$ cat src/sv/mlcd_pkg.sv
// ----------------------------------------------------------------------------
// mlcd_pkg - shared types and constants of the camera direction core
// Command and status words of the serial arithmetic unit, the fixed pi
// constant and the Taylor series divisor tables.
// ----------------------------------------------------------------------------
package mlcd_pkg;

   typedef enum logic {
      ALU_MUL = 1'b0,
      ALU_DIV = 1'b1
   } alu_op_type;

   typedef struct packed {
      logic       start;
      alu_op_type op;
      logic [63:0] a;      // multiplicand, or dividend aligned to bit 63
      logic [63:0] b;      // multiplier, or divisor in the low 32 bits
      logic [6:0]  count;  // number of serial steps
   } alu_cmd_type;

   typedef struct packed {
      logic        done;
      logic [63:0] q;      // product or quotient
      logic [31:0] rem;    // remainder of a division
   } alu_rsp_type;

   localparam logic [63:0] PI_Q32  = 64'h0000_0003_243F_6A88;
   localparam logic [30:0] Q30_ONE = 31'h4000_0000;

   // sine term n: divide by (2n)(2n+1)
   function automatic logic [8:0] sin_div(input logic [2:0] idx);
      logic [8:0] d;
      case (idx)
         3'd0:    d = 9'd6;
         3'd1:    d = 9'd20;
         3'd2:    d = 9'd42;
         3'd3:    d = 9'd72;
         3'd4:    d = 9'd110;
         3'd5:    d = 9'd156;
         3'd6:    d = 9'd210;
         3'd7:    d = 9'd272;
         default: d = 9'd6;
      endcase
      return d;
   endfunction

   // cosine term n: divide by (2n-1)(2n)
   function automatic logic [8:0] cos_div(input logic [2:0] idx);
      logic [8:0] d;
      case (idx)
         3'd0:    d = 9'd2;
         3'd1:    d = 9'd12;
         3'd2:    d = 9'd30;
         3'd3:    d = 9'd56;
         3'd4:    d = 9'd90;
         3'd5:    d = 9'd132;
         3'd6:    d = 9'd182;
         3'd7:    d = 9'd240;
         default: d = 9'd2;
      endcase
      return d;
   endfunction

endpackage

$ cat src/sv/mouse_look_camera_direction_core.sv
// ----------------------------------------------------------------------------
// mouse_look_camera_direction_core - pointer motion to yaw, pitch and view
// direction
// Each req word carries a pointer position. The motion since the previous
// position, scaled by the panning speed, moves yaw (wrapped to 0..360 deg)
// and pitch (clamped to +-89 deg). Each req word yields one rsp word with
// both angles and the unit direction vector in Q1.DIR_FRAC_BITS.
//
// Channels: req_* carries x/y, rsp_* the result, csr_* writes the panning
// speed (always ready, write only while no word is in flight).
// Throughput: one word at a time. Time is set by the single bit-serial
// multiply/divide unit: every product takes one multiplier bit per cycle and
// every quotient one dividend bit per cycle; two 9-term sine/cosine series
// dominate.
// A finished rsp word sits in an output register, so the next req word is
// taken while the receiver stalls; the core holds before its own result
// write until that register is free.
// Reset: first position gives zero motion, angles zero, speed 26 (0.1 deg/px).
// ----------------------------------------------------------------------------
module mouse_look_camera_direction_core #(
   parameter int ANGLE_FRAC_BITS = 8,
   parameter int DIR_FRAC_BITS   = 14
) (
   input  logic        clock,
   input  logic        reset,
   input  logic        req_tvalid,
   output logic        req_tready,
   input  logic [31:0] req_tdata,   // x_pos[15:0], y_pos[31:16]
   output logic        rsp_tvalid,
   input  logic        rsp_tready,
   output logic [87:0] rsp_tdata,   // yaw_angle[16:0], pitch_angle[32:17],
                                    // dir_x[48:33], dir_y[64:49],
                                    // dir_z[80:65], zero[87:81]
   input  logic        csr_valid,
   output logic        csr_ready,
   input  logic [15:0] csr_wdata    // panning_speed
);

   localparam int AF      = ANGLE_FRAC_BITS;
   localparam int DF      = DIR_FRAC_BITS;
   localparam int YAW_W   = $clog2(360 * (2 ** AF));
   localparam int PITCH_W = $clog2(89 * (2 ** AF)) + 1;
   localparam int SH_L    = (AF >= 8) ? AF - 8 : 0;
   localparam int SH_R    = (AF >= 8) ? 0 : 8 - AF;
   localparam logic [31:0] DEG360 = 32'(360 * (2 ** AF));
   localparam logic [31:0] DEG270 = 32'(270 * (2 ** AF));
   localparam logic [31:0] DEG180 = 32'(180 * (2 ** AF));
   localparam logic [31:0] DEG90  = 32'(90 * (2 ** AF));
   localparam logic [31:0] DEG45  = 32'(45 * (2 ** AF));
   localparam logic signed [47:0] P89 = 48'(89 * (2 ** AF));
   localparam logic [63:0] XRND = 64'(1) << (AF + 1);

   typedef enum logic [14:0] {
      S_IDLE   = 15'b000000000000001,
      S_YMUL   = 15'b000000000000010,
      S_YMOD   = 15'b000000000000100,
      S_PMUL   = 15'b000000000001000,
      S_REDUCE = 15'b000000000010000,
      S_XMUL   = 15'b000000000100000,
      S_XDIV   = 15'b000000001000000,
      S_X2MUL  = 15'b000000010000000,
      S_TSMUL  = 15'b000000100000000,
      S_TSDIV  = 15'b000001000000000,
      S_TCMUL  = 15'b000010000000000,
      S_TCDIV  = 15'b000100000000000,
      S_DXMUL  = 15'b001000000000000,
      S_DZMUL  = 15'b010000000000000,
      S_WRITE  = 15'b100000000000000
   } state_type;

   state_type             state_ff, state_in;
   logic                  first_ff, first_in;
   logic [15:0]           prev_x_ff, prev_x_in, prev_y_ff, prev_y_in;
   logic [16:0]           dy_mag_ff, dy_mag_in;
   logic                  dx_neg_ff, dx_neg_in, dy_neg_ff, dy_neg_in;
   logic [15:0]           speed_ff, speed_in;
   logic [YAW_W-1:0]      yaw_acc_ff, yaw_acc_in;
   logic signed [PITCH_W-1:0] pitch_acc_ff, pitch_acc_in;
   logic                  tneg_ff, tneg_in;
   logic                  sel_pitch_ff, sel_pitch_in;
   logic [1:0]            quad_ff, quad_in;
   logic                  swp_ff, swp_in;
   logic [30:0]           x2_ff, x2_in, ts_ff, ts_in, tc_ff, tc_in;
   logic signed [33:0]    s_acc_ff, s_acc_in, c_acc_ff, c_acc_in;
   logic [2:0]            idx_ff, idx_in;
   logic [30:0]           ys_ff, ys_in, yc_ff, yc_in, ps_ff, ps_in, pc_ff, pc_in;
   logic                  ysn_ff, ysn_in, ycn_ff, ycn_in, psn_ff, psn_in;
   logic [15:0]           dirx_ff, dirx_in, dirz_ff, dirz_in;
   mlcd_pkg::alu_cmd_type cmd_ff, cmd_in;
   mlcd_pkg::alu_rsp_type alu_rsp;
   logic                  rsp_valid_ff, rsp_valid_in;
   logic [87:0]           rsp_data_ff, rsp_data_in;

   logic signed [16:0]    dx_w, dy_w;
   logic [16:0]           dxm_w, dym_w;
   logic [47:0]           scaled_w, abs_w;
   logic signed [47:0]    delta_w, sum_w, pclamp_w;
   logic [31:0]           yaw_new_w;
   logic [PITCH_W-1:0]    pabs_w;
   logic [31:0]           ang_w, r_w, deg_w;
   logic [1:0]            quad_w;
   logic                  swp_w;
   logic [63:0]           xr_w;
   logic [30:0]           x_w;
   logic signed [33:0]    s_new_w, c_new_w;
   logic [30:0]           s_mag_w, c_mag_w, s_fin_w, c_fin_w;
   logic                  fswap_w;
   logic [15:0]           diry_w;

   function automatic mlcd_pkg::alu_cmd_type mk_cmd(input mlcd_pkg::alu_op_type op,
                                                    input logic [63:0] a,
                                                    input logic [63:0] b,
                                                    input logic [6:0] count);
      mlcd_pkg::alu_cmd_type c;
      c.start = 1'b1;
      c.op    = op;
      c.a     = a;
      c.b     = b;
      c.count = count;
      return c;
   endfunction

   // shift right by s with round half up; s may be zero
   function automatic logic [63:0] rnd_shift(input logic [63:0] v, input int s);
      return ((v << 1) + (64'(1) << s)) >> (s + 1);
   endfunction

   function automatic logic [15:0] sgn16(input logic [63:0] mag, input logic neg);
      logic [63:0] v;
      v = neg ? -mag : mag;
      return v[15:0];
   endfunction

   mlcd_serial_alu u_alu (
      .clock (clock),
      .reset (reset),
      .cmd   (cmd_ff),
      .rsp   (alu_rsp)
   );

   // datapath terms shared by several states
   always_comb begin
      dx_w  = first_ff ? 17'sd0
                       : $signed({req_tdata[15], req_tdata[15:0]})
                         - $signed({prev_x_ff[15], prev_x_ff});
      dy_w  = first_ff ? 17'sd0
                       : $signed({prev_y_ff[15], prev_y_ff})
                         - $signed({req_tdata[31], req_tdata[31:16]});
      dxm_w = dx_w[16] ? 17'(-dx_w) : 17'(dx_w);
      dym_w = dy_w[16] ? 17'(-dy_w) : 17'(dy_w);

      scaled_w = (48'(alu_rsp.q[33:0]) << SH_L) >> SH_R;
      if (((state_ff == S_PMUL) ? dy_neg_ff : dx_neg_ff)) begin
         delta_w = -$signed(scaled_w);
      end else begin
         delta_w = $signed(scaled_w);
      end
      if (state_ff == S_PMUL) begin
         sum_w = 48'(pitch_acc_ff) + delta_w;
      end else begin
         sum_w = $signed(48'(yaw_acc_ff)) + delta_w;
      end
      abs_w = sum_w[47] ? 48'(-sum_w) : 48'(sum_w);
      yaw_new_w = (tneg_ff && (alu_rsp.rem != 32'd0)) ? DEG360 - alu_rsp.rem
                                                       : alu_rsp.rem;
      if (sum_w > P89) begin
         pclamp_w = P89;
      end else if (sum_w < -P89) begin
         pclamp_w = -P89;
      end else begin
         pclamp_w = sum_w;
      end

      // quadrant reduction of the angle in work
      pabs_w = pitch_acc_ff[PITCH_W-1] ? PITCH_W'(-pitch_acc_ff) : PITCH_W'(pitch_acc_ff);
      ang_w  = sel_pitch_ff ? 32'(pabs_w) : 32'(yaw_acc_ff);
      if (ang_w >= DEG270) begin
         quad_w = 2'd3;
         r_w    = ang_w - DEG270;
      end else if (ang_w >= DEG180) begin
         quad_w = 2'd2;
         r_w    = ang_w - DEG180;
      end else if (ang_w >= DEG90) begin
         quad_w = 2'd1;
         r_w    = ang_w - DEG90;
      end else begin
         quad_w = 2'd0;
         r_w    = ang_w;
      end
      swp_w = (r_w > DEG45);
      deg_w = swp_w ? DEG90 - r_w : r_w;

      xr_w = (alu_rsp.q + XRND) >> (AF + 2);
      x_w  = xr_w[30:0];

      // odd terms subtract, even terms add
      if (idx_ff[0]) begin
         s_new_w = s_acc_ff + $signed(34'(alu_rsp.q[30:0]));
         c_new_w = c_acc_ff + $signed(34'(alu_rsp.q[30:0]));
      end else begin
         s_new_w = s_acc_ff - $signed(34'(alu_rsp.q[30:0]));
         c_new_w = c_acc_ff - $signed(34'(alu_rsp.q[30:0]));
      end
      s_mag_w = s_acc_ff[33] ? 31'd0 : s_acc_ff[30:0];
      c_mag_w = c_new_w[33] ? 31'd0 : c_new_w[30:0];
      fswap_w = swp_ff ^ quad_ff[0];
      s_fin_w = fswap_w ? c_mag_w : s_mag_w;
      c_fin_w = fswap_w ? s_mag_w : c_mag_w;

      diry_w = sgn16(rnd_shift(64'(ps_ff), 30 - DF), psn_ff);
   end

   // sequencer
   always_comb begin
      state_in     = state_ff;
      first_in     = first_ff;
      prev_x_in    = prev_x_ff;
      prev_y_in    = prev_y_ff;
      dy_mag_in    = dy_mag_ff;
      dx_neg_in    = dx_neg_ff;
      dy_neg_in    = dy_neg_ff;
      speed_in     = (csr_valid) ? csr_wdata : speed_ff;
      yaw_acc_in   = yaw_acc_ff;
      pitch_acc_in = pitch_acc_ff;
      tneg_in      = tneg_ff;
      sel_pitch_in = sel_pitch_ff;
      quad_in      = quad_ff;
      swp_in       = swp_ff;
      x2_in        = x2_ff;
      ts_in        = ts_ff;
      tc_in        = tc_ff;
      s_acc_in     = s_acc_ff;
      c_acc_in     = c_acc_ff;
      idx_in       = idx_ff;
      ys_in        = ys_ff;
      yc_in        = yc_ff;
      ps_in        = ps_ff;
      pc_in        = pc_ff;
      ysn_in       = ysn_ff;
      ycn_in       = ycn_ff;
      psn_in       = psn_ff;
      dirx_in      = dirx_ff;
      dirz_in      = dirz_ff;
      cmd_in       = cmd_ff;
      cmd_in.start = 1'b0;
      rsp_valid_in = rsp_valid_ff && !rsp_tready;
      rsp_data_in  = rsp_data_ff;

      case (state_ff)
         S_IDLE: begin
            if (req_tvalid) begin
               first_in  = 1'b0;
               prev_x_in = req_tdata[15:0];
               prev_y_in = req_tdata[31:16];
               dx_neg_in = dx_w[16];
               dy_mag_in = dym_w;
               dy_neg_in = dy_w[16];
               cmd_in    = mk_cmd(mlcd_pkg::ALU_MUL, 64'(dxm_w), 64'(speed_ff), 7'd16);
               state_in  = S_YMUL;
            end
         end
         S_YMUL: begin
            if (alu_rsp.done) begin
               tneg_in  = sum_w[47];
               cmd_in   = mk_cmd(mlcd_pkg::ALU_DIV, {abs_w, 16'd0}, 64'(DEG360), 7'd48);
               state_in = S_YMOD;
            end
         end
         S_YMOD: begin
            if (alu_rsp.done) begin
               yaw_acc_in = YAW_W'(yaw_new_w);
               cmd_in     = mk_cmd(mlcd_pkg::ALU_MUL, 64'(dy_mag_ff), 64'(speed_ff), 7'd16);
               state_in   = S_PMUL;
            end
         end
         S_PMUL: begin
            if (alu_rsp.done) begin
               pitch_acc_in = PITCH_W'(pclamp_w);
               sel_pitch_in = 1'b0;
               state_in     = S_REDUCE;
            end
         end
         S_REDUCE: begin
            quad_in  = quad_w;
            swp_in   = swp_w;
            cmd_in   = mk_cmd(mlcd_pkg::ALU_MUL, mlcd_pkg::PI_Q32, 64'(deg_w), 7'(YAW_W));
            state_in = S_XMUL;
         end
         S_XMUL: begin
            if (alu_rsp.done) begin
               cmd_in   = mk_cmd(mlcd_pkg::ALU_DIV, alu_rsp.q, 64'd180, 7'd64);
               state_in = S_XDIV;
            end
         end
         S_XDIV: begin
            if (alu_rsp.done) begin
               ts_in    = x_w;
               s_acc_in = $signed(34'(x_w));
               tc_in    = mlcd_pkg::Q30_ONE;
               c_acc_in = $signed(34'(mlcd_pkg::Q30_ONE));
               idx_in   = 3'd0;
               cmd_in   = mk_cmd(mlcd_pkg::ALU_MUL, 64'(x_w), 64'(x_w), 7'd31);
               state_in = S_X2MUL;
            end
         end
         S_X2MUL: begin
            if (alu_rsp.done) begin
               x2_in    = alu_rsp.q[60:30];
               cmd_in   = mk_cmd(mlcd_pkg::ALU_MUL, 64'(ts_ff), 64'(alu_rsp.q[60:30]),
                                 7'd31);
               state_in = S_TSMUL;
            end
         end
         S_TSMUL: begin
            if (alu_rsp.done) begin
               cmd_in   = mk_cmd(mlcd_pkg::ALU_DIV, {alu_rsp.q[61:30], 32'd0},
                                 64'(mlcd_pkg::sin_div(idx_ff)), 7'd32);
               state_in = S_TSDIV;
            end
         end
         S_TSDIV: begin
            if (alu_rsp.done) begin
               ts_in    = alu_rsp.q[30:0];
               s_acc_in = s_new_w;
               cmd_in   = mk_cmd(mlcd_pkg::ALU_MUL, 64'(tc_ff), 64'(x2_ff), 7'd31);
               state_in = S_TCMUL;
            end
         end
         S_TCMUL: begin
            if (alu_rsp.done) begin
               cmd_in   = mk_cmd(mlcd_pkg::ALU_DIV, {alu_rsp.q[61:30], 32'd0},
                                 64'(mlcd_pkg::cos_div(idx_ff)), 7'd32);
               state_in = S_TCDIV;
            end
         end
         S_TCDIV: begin
            if (alu_rsp.done) begin
               tc_in    = alu_rsp.q[30:0];
               c_acc_in = c_new_w;
               if (idx_ff == 3'd7) begin
                  if (!sel_pitch_ff) begin
                     ys_in        = s_fin_w;
                     yc_in        = c_fin_w;
                     ysn_in       = quad_ff[1];
                     ycn_in       = quad_ff[0] ^ quad_ff[1];
                     sel_pitch_in = 1'b1;
                     state_in     = S_REDUCE;
                  end else begin
                     ps_in    = s_fin_w;
                     pc_in    = c_fin_w;
                     psn_in   = pitch_acc_ff[PITCH_W-1];
                     cmd_in   = mk_cmd(mlcd_pkg::ALU_MUL, 64'(yc_ff), 64'(c_fin_w), 7'd31);
                     state_in = S_DXMUL;
                  end
               end else begin
                  idx_in   = idx_ff + 3'd1;
                  cmd_in   = mk_cmd(mlcd_pkg::ALU_MUL, 64'(ts_ff), 64'(x2_ff), 7'd31);
                  state_in = S_TSMUL;
               end
            end
         end
         S_DXMUL: begin
            if (alu_rsp.done) begin
               dirx_in  = sgn16(rnd_shift(alu_rsp.q, 60 - DF), ycn_ff);
               cmd_in   = mk_cmd(mlcd_pkg::ALU_MUL, 64'(ys_ff), 64'(pc_ff), 7'd31);
               state_in = S_DZMUL;
            end
         end
         S_DZMUL: begin
            if (alu_rsp.done) begin
               dirz_in  = sgn16(rnd_shift(alu_rsp.q, 60 - DF), ysn_ff);
               state_in = S_WRITE;
            end
         end
         S_WRITE: begin
            // hold until the output register is free
            if (!rsp_valid_ff || rsp_tready) begin
               rsp_data_in  = {7'd0, dirz_ff, diry_w, dirx_ff, 16'(pitch_acc_ff),
                               17'(yaw_acc_ff)};
               rsp_valid_in = 1'b1;
               state_in     = S_IDLE;
            end
         end
         default: begin
            state_in = S_IDLE;
         end
      endcase
   end

   always_ff @(posedge clock) begin
      if (reset) begin
         state_ff     <= S_IDLE;
         first_ff     <= 1'b1;
         prev_x_ff    <= '0;
         prev_y_ff    <= '0;
         speed_ff     <= 16'd26;
         yaw_acc_ff   <= '0;
         pitch_acc_ff <= '0;
         cmd_ff       <= '0;
         rsp_valid_ff <= 1'b0;
      end else begin
         state_ff     <= state_in;
         first_ff     <= first_in;
         prev_x_ff    <= prev_x_in;
         prev_y_ff    <= prev_y_in;
         speed_ff     <= speed_in;
         yaw_acc_ff   <= yaw_acc_in;
         pitch_acc_ff <= pitch_acc_in;
         cmd_ff       <= cmd_in;
         rsp_valid_ff <= rsp_valid_in;
      end
      dy_mag_ff    <= dy_mag_in;
      dx_neg_ff    <= dx_neg_in;
      dy_neg_ff    <= dy_neg_in;
      tneg_ff      <= tneg_in;
      sel_pitch_ff <= sel_pitch_in;
      quad_ff      <= quad_in;
      swp_ff       <= swp_in;
      x2_ff        <= x2_in;
      ts_ff        <= ts_in;
      tc_ff        <= tc_in;
      s_acc_ff     <= s_acc_in;
      c_acc_ff     <= c_acc_in;
      idx_ff       <= idx_in;
      ys_ff        <= ys_in;
      yc_ff        <= yc_in;
      ps_ff        <= ps_in;
      pc_ff        <= pc_in;
      ysn_ff       <= ysn_in;
      ycn_ff       <= ycn_in;
      psn_ff       <= psn_in;
      dirx_ff      <= dirx_in;
      dirz_ff      <= dirz_in;
      rsp_data_ff  <= rsp_data_in;
   end

   assign req_tready = (state_ff == S_IDLE);
   assign rsp_tvalid = rsp_valid_ff;
   assign rsp_tdata  = rsp_data_ff;
   assign csr_ready  = 1'b1;

endmodule

$ cat src/sv/mlcd_serial_alu.sv
// ----------------------------------------------------------------------------
// mlcd_serial_alu - bit-serial multiply and divide unit
// Multiply consumes one multiplier bit per cycle (shift and add); divide
// produces one quotient bit per cycle (restoring, dividend from bit 63 down).
// ----------------------------------------------------------------------------
module mlcd_serial_alu (
   input  logic                  clock,
   input  logic                  reset,
   input  mlcd_pkg::alu_cmd_type cmd,
   output mlcd_pkg::alu_rsp_type rsp
);

   logic                 busy_ff, busy_in;
   logic                 done_ff, done_in;
   mlcd_pkg::alu_op_type op_ff, op_in;
   logic [63:0]          a_ff, a_in;
   logic [63:0]          b_ff, b_in;
   logic [63:0]          acc_ff, acc_in;
   logic [31:0]          rem_ff, rem_in;
   logic [6:0]           cnt_ff, cnt_in;
   logic [32:0]          rem_sh;
   logic [32:0]          rem_sub;
   logic                 fits;

   always_comb begin
      rem_sh  = {rem_ff, a_ff[63]};
      rem_sub = rem_sh - {1'b0, b_ff[31:0]};
      fits    = (rem_sh >= {1'b0, b_ff[31:0]});
      busy_in = busy_ff;
      done_in = 1'b0;
      op_in   = op_ff;
      a_in    = a_ff;
      b_in    = b_ff;
      acc_in  = acc_ff;
      rem_in  = rem_ff;
      cnt_in  = cnt_ff;
      if (cmd.start) begin
         busy_in = 1'b1;
         op_in   = cmd.op;
         a_in    = cmd.a;
         b_in    = cmd.b;
         acc_in  = '0;
         rem_in  = '0;
         cnt_in  = cmd.count;
      end else if (busy_ff) begin
         if (op_ff == mlcd_pkg::ALU_MUL) begin
            if (b_ff[0]) begin
               acc_in = acc_ff + a_ff;
            end
            a_in = {a_ff[62:0], 1'b0};
            b_in = {1'b0, b_ff[63:1]};
         end else begin
            rem_in = fits ? rem_sub[31:0] : rem_sh[31:0];
            a_in   = {a_ff[62:0], fits};
         end
         cnt_in = cnt_ff - 7'd1;
         if (cnt_ff == 7'd1) begin
            busy_in = 1'b0;
            done_in = 1'b1;
         end
      end
   end

   always_ff @(posedge clock) begin
      if (reset) begin
         busy_ff <= 1'b0;
         done_ff <= 1'b0;
      end else begin
         busy_ff <= busy_in;
         done_ff <= done_in;
      end
      op_ff  <= op_in;
      a_ff   <= a_in;
      b_ff   <= b_in;
      acc_ff <= acc_in;
      rem_ff <= rem_in;
      cnt_ff <= cnt_in;
   end

   assign rsp.done = done_ff;
   assign rsp.q    = (op_ff == mlcd_pkg::ALU_MUL) ? acc_ff : a_ff;
   assign rsp.rem  = rem_ff;

endmodule

$ cat config.mk
export PLATFORM = sky130hd
export DESIGN_NAME = mouse_look_camera_direction_core
export DESIGN_NICKNAME = d
export VERILOG_FILES = /design/src/sv/mlcd_pkg.sv /design/src/sv/mouse_look_camera_direction_core.sv /design/src/sv/mlcd_serial_alu.sv
export SDC_FILE = /design/constraint.sdc
export NUM_CORES = 2
export LEC_CHECK = 0
export ABC_AREA = 1
export BUFFER_PORTS_ARGS = -buffer_cell sky130_fd_sc_hd__buf_4
export CAP_MARGIN = 20
export CORE_MARGIN = 1.5
export CORE_UTILIZATION = 30
export CTS_BUF_LIST = sky130_fd_sc_hd__clkbuf_4 sky130_fd_sc_hd__clkbuf_8
export DETAILED_ROUTE_END_ITERATION = 10
export PLACE_DENSITY = 0.52
export SLEW_MARGIN = 10
export SYNTH_ARGS = -nofsm -noshare
export SYNTH_HDL_FRONTEND = slang
export SYNTH_SLANG_ARGS = --single-unit
$ cat constraint.sdc
create_clock -name clock -period 7.8 [get_ports clock]
set_clock_uncertainty 0.05 [all_clocks]
set_input_delay 0.39 -clock clock [delete_from_list [all_inputs] [get_ports clock]]
set_output_delay 0.39 -clock clock [all_outputs]
set_load 0.05 [all_outputs]
# --- After elaboration in Yosys (flattened, before gate mapping) ---
# Memory sizes are Yosys's and may differ from the RTL's. A register that Yosys moved wholly into a read port is not among the register bits.
# Index checks and enable logic that the tools add are counted.
# Widths: inputs -> output; s select.
word_totals:
  regBits: 897
  romBits: 120
  in_bits: 53
  output_inout_bits: 91
  elab_cells: 250
  mem_count: 2
memory_table:
  columns: ["memory", "words", "word_bits", "rd", "rd_clocked_by_memory_dff", "wr", "line_no", "text"]
  rows:
  - ["(no name shown)", 8, 8, 1, 1, 0, "mlcd_pkg.sv:33", "case (idx)"]
  - ["(no name shown)", 8, 7, 1, 1, 0, "mlcd_pkg.sv:50", "case (idx)"]
classes:
  add_sub_neg: 27
  n_lt_le_gt_ge: 7
  n_eq_ne: 35
  n_mux: 96
  bitwise_logic: 5
  n_reduce_logical: 32
op_table:
  columns: ["op", "n"]
  rows:
  - ["$mux 137", 13]
  - ["$pmux 137 s12", 1]
  - ["$mux 64", 6]
  - ["$mux 15", 15]
  - ["$pmux 15 s15", 1]
  - ["$mux 31", 7]
  - ["$mux 34", 6]
  - ["$mux 32", 5]
  - ["$mux 48", 3]
  - ["$pmux 34 s2", 2]
  - ["$pmux 31 s2", 2]
  - ["$mux 16", 7]
  - ["$mux 17", 5]
  - ["$add 34x32->34", 2]
  - ["$sub 34x32->34", 2]
  - ["$add 64x64->64", 1]
  - ["$add 63x47->63 const B", 1]
  - ["$add 16x48->48", 1]
  - ["$add 18x48->48", 1]
  - ["$gt 48x16->1 const B", 1]
  - ["$lt 48x16->1 const B", 1]
  - ["$neg 16->16", 3]
  - ["$neg 34->48", 1]
  - ["$neg 48->48", 1]
  - ["other kinds (58)", 114]

# --- Logic depth before layout (Yosys ltp) ---
depth:
  word_depth: 10
  mapped_depth: 38
  ltp_nobuf: 38

# --- Cells and area by module ---
# A second synthesis with hierarchy kept.
hier_totals:
  hier_cells: 8543
  area_unflattened_um2: 60678.2
modules_own_cells:
  columns: ["mod", "n_inst", "cells_per_inst", "area_per_inst_um2", "seq_area_each_um2"]
  rows:
  - ["mouse_look_camera_direction_core", 1, 5693, 42618.4, 16706.0]
  - ["mlcd_serial_alu", 1, 2850, 18059.8, 6045.8]

# --- Worst setup path after synthesis ---
# Ideal clock, no wire load.
synth_timing:
  path_kind: "register to register"
  startpoint: "register state_ff[14]"
  endpoint: "register cmd_ff[132] (netlist bit)"
  setup_ps: 109
  arrival_ps: 5309
  t_required_ps: 7641
  setup_slack_ps: 2332
  path_stages_with_launch: 30
  path_buffers: 0
  period_less_slack_ps: 5468
  path_cell_list: "dfxtp_1 > nor3_2 > inv_2 > nor2_4 > inv_2 > nor2_2 > nand2_1 > nor2_1 > inv_1 > o21ai_0 > ha_1 > a21oi_1 > o21ai_0 > inv_1 > o21ai_0 > nor2_1 > nand2_1 > a21boi_0 > xor2_1 > nand2_1 > nor2_1 > nand4_1 > nor2_1 > nand4_1 > nand2_1 > nand2_1 > nand2_1 > nand3_1 > nand2_1 > inv_1"
synth_via:
  elab_chain_len: 9
  word_cells_on_any_way: 36
  classes_between: "add/sub (3); eq/ne (25); mux (6); reduce/logical (2)"
synth_rtl:
  columns: ["item", "line_no", "text"]
  rows:
  - ["start, declared", "mouse_look_camera_direction_core.sv:71", "state_type state_ff, state_in;"]
  - ["start signal, assigned", "mouse_look_camera_direction_core.sv:402", "state_ff <= state_in;"]
  - ["$eq 15x4->1", "mouse_look_camera_direction_core.sv:153, mouse_look_camera_direction_core.sv:158", null]
  - ["$mux 1", "mouse_look_camera_direction_core.sv:153", "if (((state_ff == S_PMUL) ? dy_neg_ff : dx_neg_ff)) begin"]
  - ["$mux 48", "mouse_look_camera_direction_core.sv:153", null]
  - ["$add 18x48->48 / $add 16x48->48 (equally long branches)", "mouse_look_camera_direction_core.sv:161, mouse_look_camera_direction_core.sv:159", null]
  - ["$mux 48", "mouse_look_camera_direction_core.sv:158", "if (state_ff == S_PMUL) begin"]
  - ["$neg 48->48", "mouse_look_camera_direction_core.sv:163", "abs_w = sum_w[47] ? 48'(-sum_w) : 48'(sum_w);"]
  - ["$mux 48", "mouse_look_camera_direction_core.sv:163", null]
  - ["$mux 137", "mouse_look_camera_direction_core.sv:263", "if (alu_rsp.done) begin"]
  - ["$pmux 137 s12", "mouse_look_camera_direction_core.sv:249", "case (state_ff)"]
  - ["end signal, assigned", "mouse_look_camera_direction_core.sv:409", "cmd_ff <= cmd_in;"]
  - ["end, declared", "mouse_look_camera_direction_core.sv:89", "mlcd_pkg::alu_cmd_type cmd_ff, cmd_in;"]
# Parallel ways exist; a longest one is shown, timed or not. The select of a mux whose other input is x is not followed.
# A chain may end at the register's enable or synchronous reset.

# --- Worst setup path in the final report ---
layout_timing:
  startpoint: "register u_alu.op_ff"
  endpoint: "register cmd_ff[8] (netlist bit)"
layout_via:
  elab_chain_len: 9
  word_cells_on_any_way: 13
  classes_between: "add/sub (3); mux (10)"
layout_rtl:
  columns: ["item", "line_no", "text"]
  rows:
  - ["start, declared", "mlcd_serial_alu.sv:15", "mlcd_pkg::alu_op_type op_ff, op_in;"]
  - ["start signal, assigned", "mlcd_serial_alu.sv:72", "op_ff <= op_in;"]
  - ["$mux 64 *", "mlcd_serial_alu.sv:81", "assign rsp.q = (op_ff == mlcd_pkg::ALU_MUL) ? acc_ff : a_ff;"]
  - ["$sub 34x32->34 / $add 34x32->34 (equally long branches)", "mouse_look_camera_direction_core.sv:202, mouse_look_camera_direction_core.sv:199", null]
  - ["$mux 34 *", "mouse_look_camera_direction_core.sv:197", "if (idx_ff[0]) begin"]
  - ["$mux 31 *", "mouse_look_camera_direction_core.sv:205", "c_mag_w = c_new_w[33] ? 31'd0 : c_new_w[30:0];"]
  - ["$mux 31 *", "mouse_look_camera_direction_core.sv:208", "c_fin_w = fswap_w ? s_mag_w : c_mag_w;"]
  - ["named net c_fin_w[1]", "mouse_look_camera_direction_core.sv:106", "logic [30:0] s_mag_w, c_mag_w, s_fin_w, c_fin_w;"]
  - ["$mux 137 *", "mouse_look_camera_direction_core.sv:341", "if (!sel_pitch_ff) begin"]
  - ["$mux 137 *", "mouse_look_camera_direction_core.sv:340", "if (idx_ff == 3'd7) begin"]
  - ["$mux 137 *", "mouse_look_camera_direction_core.sv:337", "if (alu_rsp.done) begin"]
  - ["$pmux 137 s12 *", "mouse_look_camera_direction_core.sv:249", null]
# Mark *: on every way through the listed nets, which the timed path passes. The rest lies on a longest branch. The select of a mux whose other input is x is not followed.

==> summary.md <==
| Metric | Value |
|---|---|
| Layout fillers | 20500 |
| Async SR Flop Fraction | 0% |
| Crit. End Element | flip-flop |
| Worst path required time | 8.59 ns |
| #FFs+latches synth | 830 |
| DR vias | 56900 |
| Mapped Area | 57200 um^2 |
| Initial DRC count | 5855 |
| Critical Path End | cmd_ff[8] |
| Syn Area/Cell | 7.39 um^2 |
| Area of the multi-input gates | 30400 um^2 |
| FF-to-FF End | cmd_ff[8] |
| CP max stage cell | o21ai_1 |
| GRT Overall Usage | 25.3% |
| Final instance area | 66600 um^2 |
| CTS tree | built |
| Leak Pwr | 0.0288 uW |
| CP arrival | 8.11 ns |
| GP Congestion | 1.04 |
| Clk Latency, worst-skew pair | 0.95 ns |
| Worst VDD drop | 255 uV |
| HP Class | input port to flip-flop |
| Die height | 440 um |
| Routed wire length | 252 mm |
| Total Power | 23800 uW |
| Setup slack, reg-to-reg | 0.48 ns |
| Reg area | 21800 um^2 |
| Synth area leader | edfxtp_1 |
| Vias in the first global route | 53000 |
| R2R depth | 30 |
| Met3 global-route usage | 5.10% |
| Hpwl dp | 197 mm |
| Setup repair after global routing missed its margin | no |
| Cell Pwr Density | 357 nW/um^2 |
| CP Max Fanout | 32 |
| CP max stage delay | 0.58 ns |
| Setup TNS | 0 ns |
| Setup crit start kind | flip-flop |
| Via density | 5.28 |
| First-pass GRT wire length | 361 mm |
| H-tree levels | 4 |
| Synth top area share | 27.1% |
| Port Buffers | 135 |
| Synth Instances | 7744 |
| Slew @ Worst Pin | 1.21 ns |
| Nets | 8454 |
| Clk buf depth | 3 |
| Met2 GRT Util | 39.9% |
| Crit path launch | u_alu.op_ff |
| Drc violations | 0 |
| Pin count of the biggest net entering global routing | 149 |
| Initial antenna violation count | 18 |
| Sequential share of the synthesized area | 38.1% |
| Dpl cell area | 62600 um^2 |
| Final Hold Viols | 0 |
| Max Freq | 137 MHz |
| Post-synthesis cell type count | 77 |
| GRT met1 Usage | 33.3% |
| Min Clock Period, post-route | 7.32 ns |
| # Max-Cap Violations | 0 |
| Reg-to-Reg Start | u_alu.op_ff |
| I/O pin total | 144 |
| Global route total overflow | 0 |
| Area grow syn2layout | 16.4% |
| DRT Pass-1 Iters | 7 |
| Row Count | 160 |
| # setup viols final | 0 |
| # clock sinks | 830 |
| ANT nets after route | 0 |
| Cts bufs inserted | 157 |
| Share of layout cells above drive strength 1 | 10.9% |
| Max Slew Vio Count | 0 |
| Die Area | 193000 um^2 |
| Core area | 190000 um^2 |
| Post-synth EDFFs | 517 |
| Largest cells by area after synthesis | edfxtp_1, dfxtp_1, nand2_1 |
| Main synth FF type | edfxtp_1 |
| Die Wd | 440 um |
| Synth warn | 0 |
| Relative slew slack | 18.5% |
| Starting Density | 30.2% |
| Fin crit share | 93.8% |
| Clock Tree Root | clkbuf_8 |
| Worst Setup Path Type | flip-flop to flip-flop |
| Outcome | finished clean |
| GRT busiest layer | met2 |
| DR WL/cell | 23.4 um |
| Clock slew at reported path FFs | 0.07 ns |
==> layer usage <==
layer	vias to the layer above	part of all wire, %
li1	27000	-
met1	27100	43
met2	2298	44
met3	463	7.9
met4	16	5.0
met5	-	0.039
==> metrics by stage <==
step,hold slack [ns],utilization (%),cells,setup slack (ns)
5_1_grt,0.173,35.1,10800,0.224
3_5_place_dp,0.355,33.0,10400,0.566
6_report,0.211,35.1,10800,0.481
4_1_cts,0.129,35.1,10800,0.528
3_3_place_gp,0.354,32.9,10400,0.537
2_1_floorplan,0.350,-,7750,2.33
==> sequential cells by signal, indices dropped and copies added, names as in the netlist, 16 cells and up, named ones only <==
signal	count
cmd_ff	103
rsp_tdata	81
u_alu.a_ff	64
u_alu.acc_ff	64
c_acc_ff	34
s_acc_ff	34
u_alu.b_ff	32
u_alu.rem_ff	32
pc_ff	31
tc_ff	31
ts_ff	31
x2_ff	31
yc_ff	31
ys_ff	31
dy_mag_ff	17
yaw_acc_ff	17
dirx_ff	16
dirz_ff	16
pitch_acc_ff	16
prev_x_ff	16
prev_y_ff	16
ps_ff	16
speed_ff	16
==> cell type report <==
| cell class | instances | area share [%] |
|---|---|---|
| well taps | 2511 | 4.72 |
| clock buffers | 235 | 4.30 |
| multi-input cells | 5581 | 45.6 |
| flip-flops and latches | 830 | 32.7 |
| inverters | 1061 | 5.98 |
| clock inverters | 56 | 0.682 |
| diodes | 9 | 0.0338 |
| repair buffers | 489 | 5.97 |
==> Yosys cell counts (all sizes together), types with 51 or more instances <==
master / instances
edfxtp: 517
a221oi: 54
clkbuf: 208
dfxtp: 313
o21ai: 852
nand4: 95
nand2: 1626
nor2: 741
nor3: 124
xnor2: 73
buf: 70
inv: 1048
ha: 274
o211ai: 55
nand3: 422
a21oi: 568
xor2: 193
a31oi: 79
o21bai: 51
==> cells by family after synthesis <==
| kind of cell | count (synthesis) | synth area share, % |
|---|---|---|
| compound gates | 1894 | 19.1 |
| xor+xnor | 266 | 4.07 |
| fa+ha+maj | 281 | 6.24 |
| buf+inv | 1339 | 9.11 |
| flops | 830 | 38.1 |
| other cells | 2 | 0.0131 |
| simple gates | 3132 | 23.4 |
==> layout by cell type (no fill, tap or decap), types with 20 or more instances in the layout <==
master,count
nand2_1,1593
inv_1,1022
o21ai_0,777
nor2_1,711
a21oi_1,565
edfxtp_1,517
buf_4,413
nand3_1,408
dfxtp_1,311
ha_1,274
xor2_1,193
clkbuf_8,176
nor3_1,109
nand4_1,92
a31oi_1,79
xnor2_1,73
dlygate4sd3_1,66
clkbuf_4,59
o211ai_1,55
a221oi_1,54
o21bai_1,51
nor4_1,44
o21ai_1,42
o21a_1,38
a22oi_1,38
nand3b_1,33
o21ai_2,32
or2_2,31
clkinv_1,28
nand2_2,27
inv_2,26
a21o_1,25
o221ai_1,22
clkinv_2,20
==> how the worst min path moves through the flow <==
| stage | start | to | slack [ns] | cells past startpoint |
|---|---|---|---|---|
| 4_1_cts | req_tdata[25] | prev_y_ff[9] | 0.13 | 4 |
| 6_report | req_tdata[24] | prev_y_ff[8] | 0.21 | 4 |
| 3_5_place_dp | dirx_ff[0] | rsp_tdata[33] | 0.35 | 0 |
| 2_1_floorplan | dirx_ff[0] | rsp_tdata[33] | 0.35 | 0 |
| 5_1_grt | req_tdata[26] | prev_y_ff[10] | 0.17 | 4 |
| 3_3_place_gp | dirz_ff[0] | rsp_tdata[65] | 0.35 | 0 |
==> critical path: cells and delay by family (launching register included) <==
family	cells	cell delay, ns
and+or+nand+nor	15	3.35
AOI/OAI and AO/OA	8	2.21
buffers and inverters	5	0.73
DFF	1	0.41
adders and majority gates	1	0.27
xor gates and xnor gates	1	0.16
==> where the power goes <==
part,internal (uW),leakage (uW),switching [uW]
Combinational,3970,0.0199,8830
Sequential,5660,0.00717,680
Clock,2510,0.00176,2140
==> what timing repair did <==
item                       in CTS  in global routing
setup buffers                   0                  2
gates resized for setup         0                  0
setup endpoints to repair       0                  2
hold buffers                   66                  0
hold endpoints to repair       66                  0
No activity file was read; power rests on OpenSTA's default activity.
